File: src/ptsd_pkg.sv
// Shared types, constants and the per-code decode step of the packed text decoder.
package ptsd_pkg;

  localparam int COUNT_BITS_DEF  = 16;
  localparam int QUEUE_DEPTH_DEF = 2;
  localparam int SLOTS           = 4;

  typedef enum logic [1:0] {
    KIND_CHAR   = 2'd0,
    KIND_ABBREV = 2'd1,
    KIND_END    = 2'd2,
    KIND_ERROR  = 2'd3
  } kind_t;

  typedef enum logic [1:0] {
    ALPH_LOWER = 2'd0,
    ALPH_UPPER = 2'd1,
    ALPH_PUNCT = 2'd2,
    ALPH_SPARE = 2'd3
  } alph_t;

  localparam logic ERR_ABBREV_OFF = 1'b0;
  localparam logic ERR_ESCAPE     = 1'b1;

  localparam logic [4:0] CODE_SPACE  = 5'd0;
  localparam logic [4:0] CODE_ABB_HI = 5'd3;
  localparam logic [4:0] CODE_SH_HI  = 5'd5;
  localparam logic [4:0] CODE_ESCAPE = 5'd6;

  localparam logic [6:0] ASCII_SPACE = 7'h20;
  localparam logic [6:0] LOWER_BASE  = 7'd91;  // 'a' less the first letter code
  localparam logic [6:0] UPPER_BASE  = 7'd59;  // 'A' less the first letter code

  localparam logic [6:0] PUNCT_TAB [26] = '{
    7'h20, 7'h0A, 7'h30, 7'h31, 7'h32, 7'h33, 7'h34, 7'h35, 7'h36,
    7'h37, 7'h38, 7'h39, 7'h2E, 7'h2C, 7'h21, 7'h3F, 7'h5F, 7'h23,
    7'h27, 7'h22, 7'h2F, 7'h5C, 7'h2D, 7'h3A, 7'h28, 7'h29
  };

  // One result as it leaves the block, less the end counters
  typedef struct packed {
    kind_t      kind;
    logic [6:0] char_code;
    logic [6:0] abbrev_index;
    logic       error_code;
  } slot_t;

  // Everything one word produces
  typedef struct packed {
    logic [2:0]            cnt;
    slot_t [SLOTS-1:0]     slots;
    logic [15:0]           bytes_read;
    logic [15:0]           chars_written;
  } rec_t;

  typedef struct packed {
    alph_t      alph;
    logic [1:0] bank;
  } dec_state_t;

  typedef struct packed {
    logic       valid;
    logic       is_char;
    slot_t      slot;
    dec_state_t st;
  } dec_out_t;

  // Decode one 5-bit code against the pending shift and abbreviation bank
  function automatic dec_out_t decode_step(logic [4:0] code, dec_state_t st, logic en);
    dec_out_t   r;
    alph_t      alph;
    logic [4:0] ofs;
    r       = '0;
    r.st    = st;
    alph    = st.alph;
    ofs     = code - CODE_ESCAPE;
    if (st.bank != 2'd0) begin
      r.st.bank           = 2'd0;
      r.valid             = 1'b1;
      r.slot.kind         = en ? KIND_ABBREV : KIND_ERROR;
      r.slot.abbrev_index = {st.bank - 2'd1, code};
      r.slot.error_code   = ERR_ABBREV_OFF;
    end else begin
      r.st.alph = ALPH_LOWER;
      if (code == CODE_SPACE) begin
        r.valid          = 1'b1;
        r.is_char        = 1'b1;
        r.slot.kind      = KIND_CHAR;
        r.slot.char_code = ASCII_SPACE;
      end else if (code <= CODE_ABB_HI) begin
        r.st.bank = code[1:0];
      end else if (code <= CODE_SH_HI) begin
        if (alph == ALPH_LOWER) r.st.alph = alph_t'(code[1:0] + 2'd1);
      end else if (alph == ALPH_PUNCT && code == CODE_ESCAPE) begin
        r.valid           = 1'b1;
        r.slot.kind       = KIND_ERROR;
        r.slot.error_code = ERR_ESCAPE;
      end else begin
        r.valid     = 1'b1;
        r.is_char   = 1'b1;
        r.slot.kind = KIND_CHAR;
        case (alph)
          ALPH_UPPER: r.slot.char_code = 7'(code) + UPPER_BASE;
          ALPH_PUNCT: r.slot.char_code = PUNCT_TAB[ofs];
          default:    r.slot.char_code = 7'(code) + LOWER_BASE;
        endcase
      end
    end
    return r;
  endfunction

endpackage

File: src/ptsd_front.sv
// Front end: accepts packed words, decodes the three codes and builds a result record.
`default_nettype none
module ptsd_front #(
  parameter int COUNT_BITS = 16
) (
  input  wire logic            clk,
  input  wire logic            rst_n,
  input  wire logic            cfg_wr_en,
  input  wire logic            cfg_wr_data,
  input  wire logic            accept,
  input  wire logic [15:0]     text_word,
  output logic                 rec_push,
  output ptsd_pkg::rec_t       rec_data
);
  import ptsd_pkg::*;

  localparam logic [COUNT_BITS-1:0] CNT_MAX = '1;
  localparam int EXT = 33;

  logic                  en_r;
  dec_state_t            st_r, st_nxt;
  logic [COUNT_BITS-1:0] wc_r, wc_nxt, cc_r, cc_nxt;
  logic [COUNT_BITS-1:0] wc_inc, cc_sum;
  logic [COUNT_BITS+1:0] cc_wide;
  logic [1:0]            nchars;
  logic [EXT-1:0]        wc_ext, cc_ext;
  logic [2:0]            n;
  dec_out_t              d0, d1, d2;
  rec_t                  rec;
  logic                  is_end;

  assign is_end = text_word[15];

  // Run the three codes in order, packing results into consecutive slots
  always_comb begin
    rec    = '0;
    n      = 3'd0;
    nchars = 2'd0;
    d0 = decode_step(text_word[14:10], st_r, en_r);
    d1 = decode_step(text_word[9:5],   d0.st, en_r);
    d2 = decode_step(text_word[4:0],   d1.st, en_r);
    if (d0.valid) begin
      rec.slots[n[1:0]] = d0.slot;
      n = n + 3'd1;
    end
    if (d1.valid) begin
      rec.slots[n[1:0]] = d1.slot;
      n = n + 3'd1;
    end
    if (d2.valid) begin
      rec.slots[n[1:0]] = d2.slot;
      n = n + 3'd1;
    end
    nchars = 2'(d0.is_char) + 2'(d1.is_char) + 2'(d2.is_char);

    // Saturating counters, word counted before decode
    wc_inc  = (wc_r == CNT_MAX) ? wc_r : wc_r + 1'b1;
    cc_wide = (COUNT_BITS+2)'(cc_r) + (COUNT_BITS+2)'(nchars);
    cc_sum  = (cc_wide > (COUNT_BITS+2)'(CNT_MAX)) ? CNT_MAX : cc_wide[COUNT_BITS-1:0];
    wc_ext  = EXT'(wc_inc);
    cc_ext  = EXT'(cc_sum);

    if (is_end) begin
      rec.slots[n[1:0]].kind = KIND_END;
      n = n + 3'd1;
      rec.bytes_read    = (wc_ext > EXT'(32767)) ? 16'hFFFF : 16'(wc_ext << 1);
      rec.chars_written = (cc_ext > EXT'(65535)) ? 16'hFFFF : cc_ext[15:0];
    end
    rec.cnt = n;

    // Drop pending state and counters at end of string
    st_nxt = st_r;
    wc_nxt = wc_r;
    cc_nxt = cc_r;
    if (accept) begin
      if (is_end) begin
        st_nxt = '0;
        wc_nxt = '0;
        cc_nxt = '0;
      end else begin
        st_nxt = d2.st;
        wc_nxt = wc_inc;
        cc_nxt = cc_sum;
      end
    end
  end

  assign rec_push = accept && (n != 3'd0);
  assign rec_data = rec;

  // Hold decode state and config
  always_ff @(posedge clk) begin
    if (!rst_n) begin
      en_r <= 1'b1;
      st_r <= '0;
      wc_r <= '0;
      cc_r <= '0;
    end else begin
      if (cfg_wr_en) en_r <= cfg_wr_data;
      st_r <= st_nxt;
      wc_r <= wc_nxt;
      cc_r <= cc_nxt;
    end
  end

endmodule
`default_nettype wire

File: src/ptsd_queue.sv
// Short record queue between the decode front and the emit back end.
`default_nettype none
module ptsd_queue #(
  parameter int DEPTH = 2
) (
  input  wire logic            clk,
  input  wire logic            rst_n,
  input  wire logic            push,
  input  ptsd_pkg::rec_t       wr_data,
  output logic                 full,
  output logic                 rd_valid,
  input  wire logic            rd_pop,
  output ptsd_pkg::rec_t       rd_data
);
  import ptsd_pkg::*;

  localparam int PW = $clog2(DEPTH);
  localparam int CW = $clog2(DEPTH + 1);
  localparam logic [PW-1:0] LAST = PW'(DEPTH - 1);

  rec_t          mem_r [DEPTH];
  logic [PW-1:0] wp_r, rp_r;
  logic [CW-1:0] cnt_r;
  logic          do_push, do_pop;

  assign full     = (cnt_r == CW'(DEPTH));
  assign rd_valid = (cnt_r != '0);
  assign rd_data  = mem_r[rp_r];
  assign do_push  = push && !full;
  assign do_pop   = rd_pop && rd_valid;

  // Store records
  always_ff @(posedge clk) begin
    if (do_push) mem_r[wp_r] <= wr_data;
  end

  // Advance pointers and fill count
  always_ff @(posedge clk) begin
    if (!rst_n) begin
      wp_r  <= '0;
      rp_r  <= '0;
      cnt_r <= '0;
    end else begin
      if (do_push) wp_r <= (wp_r == LAST) ? '0 : wp_r + 1'b1;
      if (do_pop)  rp_r <= (rp_r == LAST) ? '0 : rp_r + 1'b1;
      case ({do_push, do_pop})
        2'b10:   cnt_r <= cnt_r + 1'b1;
        2'b01:   cnt_r <= cnt_r - 1'b1;
        default: cnt_r <= cnt_r;
      endcase
    end
  end

endmodule
`default_nettype wire

File: src/ptsd_back.sv
// Back end: walks each record's slots into an output register, one result per cycle while popped.
`default_nettype none
module ptsd_back (
  input  wire logic            clk,
  input  wire logic            rst_n,
  input  wire logic            rd_valid,
  input  ptsd_pkg::rec_t       rd_data,
  output logic                 rd_pop,
  input  wire logic            pop,
  output logic                 empty,
  output logic [1:0]           out_kind,
  output logic [6:0]           out_char_code,
  output logic [6:0]           out_abbrev_index,
  output logic                 out_error_code,
  output logic [15:0]          out_bytes_read,
  output logic [15:0]          out_chars_written,
  output logic                 out_last
);
  import ptsd_pkg::*;

  logic [1:0]  idx_r;
  logic        ov_r;
  logic        load, take, at_last;
  slot_t       cur;
  logic [1:0]  kind_r;
  logic [6:0]  char_r, abb_r;
  logic        err_r, last_r;
  logic [15:0] bytes_r, chars_r;

  assign load    = !ov_r || pop;
  assign take    = load && rd_valid;
  assign cur     = rd_data.slots[idx_r];
  assign at_last = (3'(idx_r) == rd_data.cnt - 3'd1);
  assign rd_pop  = take && at_last;

  // Step through slots of the head record
  always_ff @(posedge clk) begin
    if (!rst_n) begin
      idx_r <= '0;
      ov_r  <= 1'b0;
    end else if (load) begin
      ov_r <= rd_valid;
      if (take) idx_r <= at_last ? 2'd0 : idx_r + 2'd1;
    end
  end

  // Load output payload
  always_ff @(posedge clk) begin
    if (take) begin
      kind_r  <= cur.kind;
      char_r  <= cur.char_code;
      abb_r   <= cur.abbrev_index;
      err_r   <= cur.error_code;
      last_r  <= at_last;
      bytes_r <= (cur.kind == KIND_END) ? rd_data.bytes_read : 16'd0;
      chars_r <= (cur.kind == KIND_END) ? rd_data.chars_written : 16'd0;
    end
  end

  assign empty             = !ov_r;
  assign out_kind          = kind_r;
  assign out_char_code     = char_r;
  assign out_abbrev_index  = abb_r;
  assign out_error_code    = err_r;
  assign out_bytes_read    = bytes_r;
  assign out_chars_written = chars_r;
  assign out_last          = last_r;

endmodule
`default_nettype wire

File: src/packed_text_string_decoder_core.sv
// Top level of the packed text string decoder.
//
// Input channel: present a 16-bit packed word on in_text_word with push high;
// it is taken at an edge where full is low. Bit 15 marks the last word.
// Result channel: while empty is low the oldest result sits on the out_ ports;
// pop at an edge takes it. out_last flags the final result of each word.
// Config: cfg_wr_en with cfg_wr_data sets abbrev_enable (reset 1); write
// only while the block is idle.
// Path: a taken word's record is written to the queue, then its results go to the output register.
// Throughput: the back end sends one result per cycle while the receiver pops, and a
// word has 0 to 4 results (typically 3); the front takes one word per
// cycle while the record queue (QUEUE_DEPTH records) has room.
// A stalled receiver holds the output register; the queue then fills and
// full rises, while a result already waiting stays stable on the ports.
// Reset (rst_n low, synchronous) empties the queue, clears the pending shift,
// abbreviation bank and both counters, and sets abbrev_enable to 1.
`default_nettype none
module packed_text_string_decoder_core #(
  parameter int COUNT_BITS  = ptsd_pkg::COUNT_BITS_DEF,
  parameter int QUEUE_DEPTH = ptsd_pkg::QUEUE_DEPTH_DEF
) (
  input  wire logic        clk,
  input  wire logic        rst_n,
  input  wire logic        cfg_wr_en,
  input  wire logic        cfg_wr_data,
  input  wire logic        push,
  output logic             full,
  input  wire logic [15:0] in_text_word,
  output logic             empty,
  input  wire logic        pop,
  output logic [1:0]       out_kind,
  output logic [6:0]       out_char_code,
  output logic [6:0]       out_abbrev_index,
  output logic             out_error_code,
  output logic [15:0]      out_bytes_read,
  output logic [15:0]      out_chars_written,
  output logic             out_last
);
  import ptsd_pkg::*;

  logic rec_push, q_valid, q_pop, accept;
  rec_t rec_wr, rec_rd;

  assign accept = push && !full;

  ptsd_front #(.COUNT_BITS(COUNT_BITS)) u_front (
    .clk, .rst_n, .cfg_wr_en, .cfg_wr_data,
    .accept, .text_word(in_text_word),
    .rec_push, .rec_data(rec_wr)
  );

  ptsd_queue #(.DEPTH(QUEUE_DEPTH)) u_queue (
    .clk, .rst_n, .push(rec_push), .wr_data(rec_wr), .full,
    .rd_valid(q_valid), .rd_pop(q_pop), .rd_data(rec_rd)
  );

  ptsd_back u_back (
    .clk, .rst_n, .rd_valid(q_valid), .rd_data(rec_rd), .rd_pop(q_pop),
    .pop, .empty, .out_kind, .out_char_code, .out_abbrev_index,
    .out_error_code, .out_bytes_read, .out_chars_written, .out_last
  );

endmodule
`default_nettype wire

File: config.mk
export PLATFORM = sky130hd
export DESIGN_NAME = packed_text_string_decoder_core
export DESIGN_NICKNAME = d
export VERILOG_FILES = /design/src/ptsd_pkg.sv /design/src/ptsd_front.sv /design/src/ptsd_queue.sv /design/src/ptsd_back.sv /design/src/packed_text_string_decoder_core.sv
export SDC_FILE = /design/constraint.sdc
export NUM_CORES = 1
export LEC_CHECK = 0
export BUFFER_PORTS_ARGS = -buffer_cell sky130_fd_sc_hd__buf_2
export CAP_MARGIN = 10
export CELL_PAD_IN_SITES_DETAIL_PLACEMENT = 1
export CELL_PAD_IN_SITES_GLOBAL_PLACEMENT = 2
export CORE_MARGIN = 2
export CORE_UTILIZATION = 46
export CTS_CLUSTER_DIAMETER = 120
export CTS_CLUSTER_SIZE = 20
export DETAILED_ROUTE_END_ITERATION = 10
export PLACE_DENSITY = 0.95
export REMOVE_ABC_BUFFERS = 1
export SLEW_MARGIN = 10
export SYNTH_ARGS = -nofsm -noshare
export SYNTH_HDL_FRONTEND = slang
export SYNTH_SLANG_ARGS = --single-unit
export TNS_END_PERCENT = 30
File: constraint.sdc
create_clock -name clk -period 24.9 [get_ports clk]
set_input_delay 3.735 -clock clk [delete_from_list [all_inputs] [get_ports clk]]
set_output_delay 3.735 -clock clk [all_outputs]
set_load 0.05 [all_outputs]
Yosys cells after proc, flatten, opt, wreduce, memory -nomap -nowiden
Memories as Yosys holds them, arrays and structs flattened. A register that Yosys moved wholly into a read port is not among the register bits.
Cells that the tools add are included.
{ "classes": {"n_reduce_logical": 28, "eq_ne": 15, "add_sub_neg": 28, "bitwise_logic": 3, "magnitude_cmp": 18, "mux": 106} }
{ "ops": {"columns": ["op", "n"], "rows": [
  ["$bwmux 68", 3],
  ["$mux 68", 2],
  ["$mux 7", 15],
  ["$demux 17 s2", 3],
  ["$mux 100", 1],
  ["$mux 11", 9],
  ["$mux 17", 5],
  ["$mux 16", 5],
  ["$mux 2", 23],
  ["$pmux 7 s2", 3],
  ["$bmux 17 s2", 1],
  ["$mux 1", 25],
  ["$add 5x6->7 const B", 3],
  ["$add 5x7->7 const B", 3],
  ["$ge 6x6->1 const B", 3],
  ["$gt 18x16->1 const B", 1],
  ["$mux 3", 6],
  ["$not 5->6", 3],
  ["$add 16x2->17", 1],
  ["$add 16x1->16 const B", 1],
  ["$eq 16x16->1 const B", 1],
  ["$gt 16x15->1 const B", 1],
  ["$eq 5x3->1 const B", 3],
  ["$le 5x2->1 const B", 3],
  ["other kinds (28)", 74]
]} }
{ "word_totals": {"rom_bits": 672, "reg_bits": 94, "inputBits": 22, "output_inout_bits": 52, "ramBits": 206, "wordCells": 219, "n_memories": 4} }
{ "mem_list": {"columns": ["name", "depth", "width", "rd", "rd_ports_with_merged_regs", "write_ports", "line", "rtl"], "rows": [
  ["(no name shown)", 32, 7, 1, 0, 0, "ptsd_pkg.sv:104", "ALPH_PUNCT: r.slot.char_code = PUNCT_TAB[ofs];"],
  ["(no name shown)", 32, 7, 1, 0, 0, "ptsd_pkg.sv:104", null],
  ["(no name shown)", 32, 7, 1, 0, 0, "ptsd_pkg.sv:104", null],
  ["u_queue.mem_r", 2, 103, 1, 1, 1, "ptsd_queue.sv:21", "rec_t mem_r [DEPTH];"]
]} }

Logic depth before layout (Yosys ltp)
Gate-level depths: netlist of run 1.
{ "depth": {"depth_word": 29, "depth_mapped": 32, "ltp_nobuf": 29} }

Hierarchy
Synthesis of run 1 repeated with hierarchy kept, for this count alone.
{ "unflattened": {"cells_unflattened": 1390, "hier_area_um2": 16296.9} }
{ "by_module_without_submodules": {"columns": ["module", "area_per_inst_um2", "cells_per_inst", "seq_area_each_um2", "n_inst"], "rows": [
  ["ptsd_queue", 7657.3, 346, 6286.0, 1],
  ["ptsd_front", 6288.5, 914, 740.7, 1],
  ["ptsd_back", 2337.2, 129, 1561.5, 1],
  ["packed_text_string_decoder_core", 13.8, 1, 0.0, 1]
]} }

Worst setup path after synthesis of run 1
OpenSTA, ideal clock, no wires.
{ "synth_timing": {"kind": "input to register", "from": "input in_text_word[11]", "to": "memory u_queue.mem_r[0][0] (netlist bit), enable pin", "path_buffers": 3, "arrival_ps": 11119, "slack_ps": 13215, "stages": 17, "cell_sequence": "clkbuf_1 inv_1 ha_1 a21oi_1 o21ai_0 a211o_1 inv_1 ha_1 o21a_1 buf_4 clkbuf_1 nor2_1 ha_1 nand2_1 xor2_1 o31ai_1 nor2_1"} }
{ "synth_lines": {"columns": ["item", "line", "rtl"], "rows": [
  ["start: declaration", "packed_text_string_decoder_core.sv:28", "input wire logic [15:0] in_text_word,"],
  ["end: declaration", "ptsd_queue.sv:21", null]
]} }

Worst setup path after layout of run 1
{ "layout_timing": {"from": "input in_text_word[11]", "to": "register u_front.cc_r[8]"} }
{ "layout_via": {"elab_chain_cells": 24, "word_cells_on_any_way": 48} }
{ "layout_lines": {"columns": ["item", "line", "rtl"], "rows": [
  ["$add 2x1->2", "ptsd_pkg.sv:93", "if (alph == ALPH_LOWER) r.st.alph = alph_t'(code[1:0] + 2'd1);"],
  ["$mux 2", "ptsd_pkg.sv:93", null],
  ["$mux 2", "ptsd_pkg.sv:92", "end else if (code <= CODE_SH_HI) begin"],
  ["$mux 3", "ptsd_pkg.sv:90", "end else if (code <= CODE_ABB_HI) begin"],
  ["$mux 5", "ptsd_pkg.sv:85", "if (code == CODE_SPACE) begin"],
  ["$mux 2", "ptsd_pkg.sv:77", "if (st.bank != 2'd0) begin"],
  ["$logic_not 2->1", "ptsd_pkg.sv:93", null],
  ["$mux 2", "ptsd_pkg.sv:93", null],
  ["[8 not listed]", null, null],
  ["$mux 11", "ptsd_pkg.sv:90", null],
  ["$mux 11", "ptsd_pkg.sv:85", null],
  ["$mux 1", "ptsd_pkg.sv:77", null],
  ["$add 2x1->2 (*)", "ptsd_front.sv:54", "nchars = 2'(d0.is_char) + 2'(d1.is_char) + 2'(d2.is_char);"],
  ["$add 16x2->17 (*)", "ptsd_front.sv:58", "cc_wide = (COUNT_BITS+2)'(cc_r) + (COUNT_BITS+2)'(nchars);"],
  ["$gt 18x16->1", "ptsd_front.sv:59", "cc_sum = (cc_wide > (COUNT_BITS+2)'(CNT_MAX)) ? CNT_MAX : cc_wide[COUNT_BITS-1:0];"],
  ["$mux 16 (*)", "ptsd_front.sv:59", null],
  ["$mux 16 (*)", "ptsd_front.sv:76", "if (is_end) begin"],
  ["end signal: assignment", "ptsd_front.sv:102", "cc_r <= cc_nxt;"],
  ["end: declaration", "ptsd_front.sv:22", "logic [COUNT_BITS-1:0] wc_r, wc_nxt, cc_r, cc_nxt;"]
]} }
Mark *: on every way between the ends. The rest lies on a longest branch, timed or not.
A chain may end at the register's enable or synchronous reset.

==> results of run 1 <==
==> worst paths after layout <==
path | to | cells after the start | start | slack [ps]
max | u_front.cc_r[8] | 30 | in_text_word[11] | 14360
min reg2reg | u_front.cc_r[0] | 2 | u_front.cc_r[0] | 500
min | u_front.cc_r[0] | 2 | u_front.cc_r[0] | 500
max reg2reg | u_front.cc_r[8] | 25 | u_front.st_r[1] | 18040
==> per-layer routing <==
metal | GRT usage | wire length (um) | part of all wire | vias up
met3 | 0.0339 | 1970 | 0.048 | 80
met4 | 0.0666 | 990 | 0.024 | 6
met1 | 0.302 | 17600 | 0.43 | 5509
met2 | 0.396 | 20400 | 0.50 | 277
met5 | 0 | 40 | 0.00098 | -
li1 | - | - | - | 5004
==> critical path, delay by kind of cell <==
| family | cells | cell delay [ps] |
|---|---|---|
| AND/OR/NAND/NOR | 11 | 2840 |
| buffers and inverters | 7 | 990 |
| AO/OA/AOI/OAI | 6 | 1600 |
| adder cells (fa/ha/maj) | 6 | 1790 |
==> metrics by stage <==
step / cell area, um^2 / power (mW) / instances
after floorplan: 15300 / 1.14 / 1241
after global routing: 16900 / 1.66 / 1807
final: 16900 / 1.59 / 1807
after global placement: 16300 / 1.26 / 1774
after detailed placement: 16300 / 1.29 / 1774
after CTS: 16800 / 1.60 / 1806
==> final cells by class <==
type / count / area (um^2)
clock inverters: 1 / 20.0
inverters: 50 / 188
fillers: 3527 / 16600
multi-input cells: 890 / 6500
clock buffers: 31 / 520
flip-flops and latches: 301 / 8590
well taps: 448 / 561
repair buffers: 86 / 475
==> power by group through the flow <==
stage	clock network (mW)	logic, mW	registers, mW
after floorplan	0	0.235	0.908
after global placement	0	0.516	0.745
after detailed placement	0	0.534	0.757
after CTS	0.312	0.536	0.747
after global routing	0.327	0.574	0.755
final	0.307	0.537	0.744
==> registers in the layout, indices dropped and copies added, names as in the netlist, named ones only <==
name                      flops
u_back.out_chars_written     16
u_back.out_char_code          7
u_back.out_abbrev_index       7
u_front.wc_r                 16
u_back.out_bytes_read        16
u_front.st_r                  4
u_front.en_r                  1
u_queue.wp_r                  1
u_back.out_kind               2
u_front.cc_r                 16
u_queue.cnt_r                 2
u_queue.rp_r                  1
u_back.out_error_code         1
u_queue.mem_r               206
u_back.ov_r                   1
u_back.out_last               1
u_back.idx_r                  2
==> cells in the final DEF, fill, tap and decap left out, types with 12 or more instances in the layout <==
cell type	n
clkbuf_16	19
mux2_2	19
dfxtp_1	44
xnor2_1	32
a21oi_1	101
buf_4	12
inv_1	48
clkbuf_1	12
edfxtp_1	256
nor2b_1	18
xor2_1	20
nand4_1	12
buf_2	73
and3_1	18
nand3_1	29
a31oi_1	21
and2_1	16
nor2_1	122
o221a_2	15
nor3_1	20
nand2b_1	16
mux2i_1	42
mux4_2	34
ha_1	52
o21ai_0	58
nand2_1	81
==> logic make-up (layout without fill, tap and decap cells) <==
logic type                 count (synthesis)  count (layout)  share of synthesized area
muxes                                     96              96                     0.0904
xor gates and xnor gates                  53              53                     0.0302
DFF                                      301             301                      0.550
adders and majority gates                 55              55                     0.0449
buffers and inverters                    135             168                     0.0343
and+or+nand+nor                          383             383                      0.123
AOI/OAI and AO/OA                        303             303                      0.127
==> results.toml, run 1 <==
[yosys]
syn_area_um2 = 15600
yosys_most_used_dff = "edfxtp_1"
synth_top_cell_by_area = "edfxtp_1"
synth_area_leaders = "edfxtp_1 49%, dfxtp_1 5.8%, mux4_2 4.9%, ha_1 4.2%, a21oi_1 3.2%"
synth_top_area_share = 0.493
yosysWarningCount = 0
synth.most_common_cell = "edfxtp_1"
synth_edf_count = 256
syn_area_per_cell_um2 = 11.8
yosys_register_bits = 301
async_flop_share = 0
ys_top_cells_by_count = "256 x edfxtp_1, 124 x nor2_1, 101 x a21oi_1"
syn_inst = 1326
ys_types = 77
yosysSeqAreaShare = 0.550

[placement]
routabilityCongestion = 0.916
port_buffers = 73
dpl.hpwl_um = 27700
place_ws_ps = 13980

[clock_tree]
htree_levels = 1
cts_buffers = 19
tritoncts = "done"
cts-root-buf = "clkbuf_16"
clock-sinks = 301
cts_resized = 0
clockBufferDepth = 3
clk_latency_ps = 510
postCtsHoldBufs = 0
post_cts_buffers = 0
clk_pin_slew_worst_paths_ps = 80

[pwr]
p_clk_frac = 0.193
peakVddDrop_v = 0.0000692
p_per_area_nw_per_um2 = 94.2
p_int_mw = 1.00
pwr-share-comb = 0.338
p_switching_mw = 0.584
leakage_nw = 5.93
swShare = 0.368
p_seq_frac = 0.469

[timing]
worst_pin_slew_ps = 1230
setup_slack_ps = 14360
timing.hold.ws_ps = 501
max_freq_mhz = 94.8
period_share = 0.423
slew_viol_final = 0
fin_skew_ps = 25.3
slew_headroom = 0.181
setup_viol = 0
rsz0062_at_grt = "no"
finalCriticalPeriod_ps = 10540
finalSetupTns_ps = 0
hold_violations = 0

[layout]
fin_util = 0.504
diodes = 0
synthToLayoutAreaGrowth_pct = 8.02
final_layout_size_suffix_gt1_frac = 0.145
fin_nets = 1424

[critical_path]
critPathMaxStageDelay_ps = 630
worst_ep_required_time_ps = 25330
worstPathArrival_ps = 10970
critPathMostFrequentCell = "inv_1"
crit_path_start_kind = "input pin"
endpoint_kind = "flip-flop"
critPathKind = "input pin to flip-flop"
critPathSlowestCell = "nor4_2"
worst-path-max-fanout = 27

[global_route]
antenna_found_initial = 3
grt_pass1_wl_um = 64400
grt_use_total = 0.230
grt_pass1_vias = 11400
grt_overflow = 0
grt_max_degree = 88

[die]
die_x_um = 188
rows = 67
start_util = 0.467
core_area_um2 = 33400
dieArea_um2 = 35400
io_pins = 74
die_height_um = 188

[outcome]
status = "finished clean"

[routing]
ant_nets = 0
drcViolationCount = 0
drt_wl_total_um = 41000
drt-pass1-iter-count = 5
via_count = 10900
wl_per_cell_um = 22.7
drtIter0Drc = 759
vias_per_cell = 6.02

[run]
max_cap_viol_count = 0

[min_path]
hp-class = "flip-flop to flip-flop"
(Power assumes the default switching activity.)
==> run 2, diff against run 1 <==
- CORE_UTILIZATION: 46 -> 39
- PLACE_DENSITY: 0.95 -> 0.89
- clock period: 24.9 -> 8.7 ns (I/O delays scaled with it)
==> run 2 against run 1 <==
  * Combinational power grew to 2.8 times the previous value
  * Via count shrank 1.0%
  * Final cell count grew 4.6%
  * Wire length shrank 2.8%
  * Register-to-register slack lost 15000 ps
  * Hold slack gained 4.6 ps
  * Final area grew 0.85%
  * Largest power group unchanged
==> results.toml, run 2 (synthesis results as in run 1) <==
[layout]
largest_register_ffs = 206
final_layout_size_suffix_gt1_frac = 0.147
fin_nets = 1427
regArea_um2 = 8590
final_common_cell = "edfxtp_1"
fill_cells = 4267
finish.instance_area_um2 = 17000
final_cell_mix = "256 x edfxtp_1, 122 x nor2_1, 101 x a21oi_1"
top_register = "u_queue.mem_r"
synthToLayoutAreaGrowth_pct = 8.94
multi_input_area_um2 = 6500

[run]
max_cap_viol_count = 0

[clock_tree]
htree_levels = 1
cts_resized = 0
cts_buffers = 19
tritoncts = "done"
clock-sinks = 301
post_cts_buffers = 0
clk_pin_slew_worst_paths_ps = 80
postCtsHoldBufs = 0
cts-root-buf = "clkbuf_16"
clk_latency_ps = 510
clockBufferDepth = 3

[global_route]
grt_pass1_wl_um = 63500
grt_pass1_vias = 11100
antenna_found_initial = 3
grt_overflow = 0
grt_max_degree = 60
grt_use_total = 0.191

[critical_path]
startpoint = "in_text_word[11]"
critPathKind = "input pin to flip-flop"
r2r-end = "u_front.cc_r[9]"
worst_ep_required_time_ps = 9140
rrSetupSlack_ps = 2650
critPathSlowestCell = "fa_1"
crit_path_start_kind = "input pin"
critPathMostFrequentCell = "inv_1"
r2r-start = "u_front.st_r[1]"
endpoint_kind = "flip-flop"
worstPathArrival_ps = 7830
ff2ff_path_depth = 27
worst-path-max-fanout = 27
critPathMaxStageDelay_ps = 500

[placement]
port_buffers = 73
dpl.hpwl_um = 27400
routabilityCongestion = 0.904
place_ws_ps = 808
placed_area_um2 = 16400

[min_path]
whs_endpoint = "u_front.cc_r[0]"
worstHoldStart = "u_front.cc_r[0]"
holdPathStages = 2
hp-class = "flip-flop to flip-flop"

[routing]
drt_wl_total_um = 39900
drt-pass1-iter-count = 5
vias_per_cell = 5.69
drtIter0Drc = 703
wl_per_cell_um = 21.1
drcViolationCount = 0
via_count = 10800
ant_nets = 0

[timing]
worst_pin_slew_ps = 1170
max_freq_mhz = 135
hold_violations = 0
finalSetupTns_ps = 0
setup_viol = 0
fin_skew_ps = 22.2
finalCriticalPeriod_ps = 7390
slew_viol_final = 0
rsz0062_at_grt = "no"
timing.hold.ws_ps = 505
period_share = 0.849
slew_headroom = 0.219
setup_slack_ps = 1310

[pwr]
p_per_area_nw_per_um2 = 267
leakage_nw = 5.95
peakVddDrop_v = 0.000201

[die]
die_x_um = 204
dieArea_um2 = 41600
die_height_um = 204
core_area_um2 = 39600
io_pins = 74
start_util = 0.394
rows = 73

[outcome]
status = "finished clean"
## run 2: cell count changes in the layout (fill, tap and decap cells not counted)
cell / previous run / this run
dfxtp_2: 0 / 1
clkbuf_1: 12 / 13
buf_4: 12 / 14
buf_12: 1 / 2
diode_2: 0 / 3
dfxtp_1: 44 / 43
## run 2: worst max-delay path: cells and delay by family
kind,cells,cell delay [ps]
simple gates,9,1540
buf+inv,9,1340
compound gates,8,1820
fa+ha+maj,6,1790
## run 2: per-stage QoR
stage           util  total power, mW  std cells
4_1_cts        0.429             4.59       1888
6_report       0.429             4.54       1891
5_1_grt        0.429             4.75       1888
2_1_floorplan      -             3.27       1241
3_5_place_dp   0.415             3.70       1855
3_3_place_gp   0.415             3.64       1855
## run 2: per-layer routing
layer,share of wire,vias to the layer above,track usage
met2,0.48,244,0.320
met5,0,-,0
met1,0.44,5433,0.260
li1,-,5035,-
met4,0.023,0,0.0531
met3,0.049,53,0.0246
## run 2: power breakdown
part,switching [mW],internal [mW]
Combinational,1.05,0.448
Sequential,0.142,2.00
Clock,0.473,0.420
## run 2: worst max-delay path by stage
stage | cells past startpoint | to | slack [ps]
after floorplan | 14 | u_queue.mem_r[0][0] | -310
after CTS | 32 | u_front.cc_r[9] | 1310
final | 32 | u_front.cc_r[9] | 1310
after global placement | 29 | u_front.cc_r[3] | 1110
after global routing | 32 | u_front.cc_r[9] | 590
after detailed placement | 32 | u_front.cc_r[9] | 810
## run 2: layout make-up
class,count,area share
flip-flops and latches,301,0.505
multi-input cells,890,0.382
well taps,525,0.0386
clock buffers,32,0.0308
repair buffers,89,0.0300
inverters,50,0.0110
clock inverters,1,0.00118
diodes,3,0.000442
